<file path="src/sv/xdct_ram.sv">
// Generic single-write, single-read RAM with a registered read port.
// Standalone; used by the top level for contact data and bucket valid rows.
module xdct_ram #(
	parameter int WIDTH = 8,
	parameter int DEPTH = 16
) (
	input  logic                                   clk,
	input  logic                                   we,
	input  logic [(DEPTH > 1 ? $clog2(DEPTH) : 1)-1:0] waddr,
	input  logic [WIDTH-1:0]                       wdata,
	input  logic [(DEPTH > 1 ? $clog2(DEPTH) : 1)-1:0] raddr,
	output logic [WIDTH-1:0]                       rdata
);

	logic [WIDTH-1:0] mem_q [DEPTH];

	always_ff @(posedge clk) begin
		if (we) begin
			mem_q[waddr] <= wdata;
		end
		rdata <= mem_q[raddr];
	end

endmodule

</file>
<file path="config.mk">
export PLATFORM = sky130hd
export DESIGN_NAME = xdct_ram
export DESIGN_NICKNAME = d
export VERILOG_FILES = /design/src/sv/xdct_ram.sv
export SDC_FILE = /design/constraint.sdc
export NUM_CORES = 1
export LEC_CHECK = 0
export ABC_AREA = 0
export BUFFER_PORTS_ARGS = -buffer_cell sky130_fd_sc_hd__buf_2
export CAP_MARGIN = 20
export CELL_PAD_IN_SITES_DETAIL_PLACEMENT = 0
export CELL_PAD_IN_SITES_GLOBAL_PLACEMENT = 1
export CORE_UTILIZATION = 57
export DETAILED_ROUTE_END_ITERATION = 12
export PLACE_DENSITY_LB_ADDON = 0.1
export SLEW_MARGIN = 30
export SYNTH_ARGS = -nofsm -noshare
export SYNTH_HDL_FRONTEND = slang
export SYNTH_SLANG_ARGS = --single-unit
</file>
<file path="constraint.sdc">
create_clock -name clk -period 3.4 [get_ports clk]
set_clock_uncertainty 0.05 [all_clocks]
set_input_delay 0.51 -clock clk [delete_from_list [all_inputs] [get_ports clk]]
set_output_delay 0.51 -clock clk [all_outputs]
set_load 0.005 [all_outputs]
</file>
==> flow_summary.ini <==
[finish]
n_fill_cell = 555
diodes = 0
final_util_pct = 68.2
area_growth_pct = 15.6
layout.nets = 286
multi_input_area_mm2 = 0.00106
regArea_mm2 = 0.00400
drive_above_1_share_pct = 28.1

[power]
powerDensity_mw_per_mm2 = 646
seqPwrFrac_pct = 49.0
internal_power_mw = 3.08
pwr-share-comb_pct = 4.2
ir_drop_mv = 0.400
p_leak_nw = 2.00
p_total_mw = 3.84
clock_power_share_pct = 46.8
swShare_pct = 19.9
power.switching_mw = 0.766

[cts]
clockRootBuffer = clkbuf_8
post_cts_buffers = 0
cts_resized = 0
htreeDepth = 4
clkLatencyLatePin_ns = 0.51
path_clk_slew_ns = 0.06
tritoncts = done
clock-sinks = 136
postCtsHoldBufs = 0
cts_buffers = 17
cts_buffer_depth = 2

[hold_path]
min_path_type = input pin to flop
holdPathStages = 1

[logic_synthesis]
synth_compound_area_share_pct = 2.33
synth_area_leaders = edfxtp_1 (75%), mux4_2 (7.9%), mux4_1 (7.1%), dfxtp_1 (3.1%), a22oi_1 (2.3%)
avgSynthCellArea_um2 = 22.5
yosys.area.top_type_share_pct = 74.7
synth.area.mux_share_pct = 15.0
syn_area_mm2 = 0.00515
syn_nets = 247
synth_top_area_cell = edfxtp_1
synth-adder-area-share_pct = 0
synthXorXnorAreaFrac_pct = 0
yosys.area_share.simple_pct = 3.18
ys_types = 19
syn_inst = 229
ys_seq_area_share_pct = 77.8
ys_ff_latch = 136
yosysWarningCount = 0
synth_top_family_by_area = multiplexers

[sta]
hold_viol = 0
fin_crit_ns = 1.87
period_share_pct = 54.9
rsz0062_at_grt = no
slew_violations = 0
tightest_slew_ns = 0.934
slew_headroom_pct = 37.5
final-setup-viol-count = 0
tns_ns = 0
whs_ns = 0.332
max_freq_mhz = 536

[setup_path]
arrival_ns = 2.21
worstSetupPathType = input pin to flop
reg2reg_depth = 3
end_kind = flop
start_kind = input pin
worstPathMaxFanout = 17
crit_required_ns = 3.74

[drt]
top_layer = met4
drt_iter0_drc = 197
m1WireLength_mm = 4.18
wl_met2_mm = 4.58
wire_per_inst_um = 23.8
num_vias = 2345
drcViolationCount = 0
dr.pass1.iters = 4
ant_nets = 0
drt-total-wl_mm = 9.26
vias_per_cell = 6.03
dr_wl_met3_um = 406

[floorplanning]
die_x_um = 97.0
core_mm2 = 0.00872
rows = 34
die_area_mm2 = 0.00941
io_pins = 26
start_util_pct = 59.0
die_h_um = 97.0

[outcome]
status = complete, no violations

[place]
routabilityCongestion = 0.722
hpwl_mm = 5.75
port_buffers = 25

[job]
maxCapViolCount = 0

[grt]
grt_pass1_vias = 2516
grt_max_degree = 33
grt_overflow_total = 0
antenna_found_initial = 0
grtUsageTotal_pct = 21.9
grt_first_pass_wirelength_mm = 14.5
## power by group through the flow
stage                     clock network [mW]  registers [mW]  logic (mW)
final                                   1.80            1.88       0.160
after global routing                    1.89            1.89       0.176
after CTS                               1.82            1.88       0.162
after detailed placement                   0            1.92       0.162
after global placement                     0            1.92       0.158
after floorplan                            0            1.92      0.0951
## Yosys cell counts
library cell     count
and2_1               1
dfxtp_1              8
or3b_2               1
buf_6                3
mux4_2              18
nor3_1               4
nand3_1              1
buf_2                3
and2b_1              1
nand2_1              9
nand2b_1             2
nor2_1              13
edfxtp_1           128
buf_4                1
nand3b_1             2
mux4_1              14
clkdlybuf4s25_2      3
nor2b_1              1
a22oi_1             16
## critical path: stages
cell and delay (ns):
buf_2 0.42, buf_4 0.40, mux4_1 0.60, a22oi_1 0.20
nand2_1 0.06
## flip-flops by register name, summed over array words and instances (netlist names)
signal / count
rdata: 8
mem_q: 128
## through the flow
step	setup slack, ns	instances	cell area, um^2
2_1_floorplan	1.35	229	5150
3_3_place_gp	0.981	357	5360
3_5_place_dp	0.920	357	5360
4_1_cts	1.51	389	5950
5_1_grt	1.40	389	5950
6_report	1.53	389	5950
## final cells by class
| class | instances | area share [%] |
|---|---|---|
| clock buffers | 20 | 7.32 |
| well taps | 108 | 2.27 |
| flip-flops and latches | 136 | 67.3 |
| clock inverters | 12 | 2.57 |
| repair buffers | 30 | 2.73 |
| multi-input cells | 83 | 17.8 |
## routing by layer
| layer | vias to the layer above | track usage [%] |
|---|---|---|
| li1 | 1050 | - |
| met2 | 75 | 33.1 |
| met3 | 9 | 5.92 |
| met1 | 1211 | 30.8 |
| met5 | - | 0 |
| met4 | 0 | 8.61 |
## logic make-up (layout without fill, tap and decap cells)
family	Yosys count	after routing
flip-flops	136	136
multiplexers	32	32
AO/OA/AOI/OAI	16	16
AND/OR/NAND/NOR	35	35
buffers and inverters	10	62
## cells in the final DEF (no fill, tap or decap), drive strengths merged, types with 2 or more instances in the layout
| master | synthesis | layout |
|---|---|---|
| nor3 | 4 | 4 |
| nor2 | 13 | 13 |
| clkinv | 0 | 6 |
| nand3b | 2 | 2 |
| nand2 | 9 | 9 |
| edfxtp | 128 | 128 |
| clkinvlp | 0 | 3 |
| clkbuf | 0 | 20 |
| buf | 7 | 30 |
| mux4 | 32 | 32 |
| a22oi | 16 | 16 |
| nand2b | 2 | 2 |
| bufinv | 0 | 3 |
| dfxtp | 8 | 8 |
## path summary, 6_finish.rpt
| kind | slack (ns) | from | endpoint |
|---|---|---|---|
| max | 1.53 | raddr[0] | rdata[2]$_DFF_P_ |
| min | 0.33 | wdata[7] | mem_q[9][7]$_DFFE_PP_ |
| max reg2reg | 1.99 | mem_q[1][3]$_DFFE_PP_ | rdata[3]$_DFF_P_ |
| min reg2reg | 0.62 | mem_q[14][3]$_DFFE_PP_ | rdata[3]$_DFF_P_ |
(Power assumes the default switching activity.)
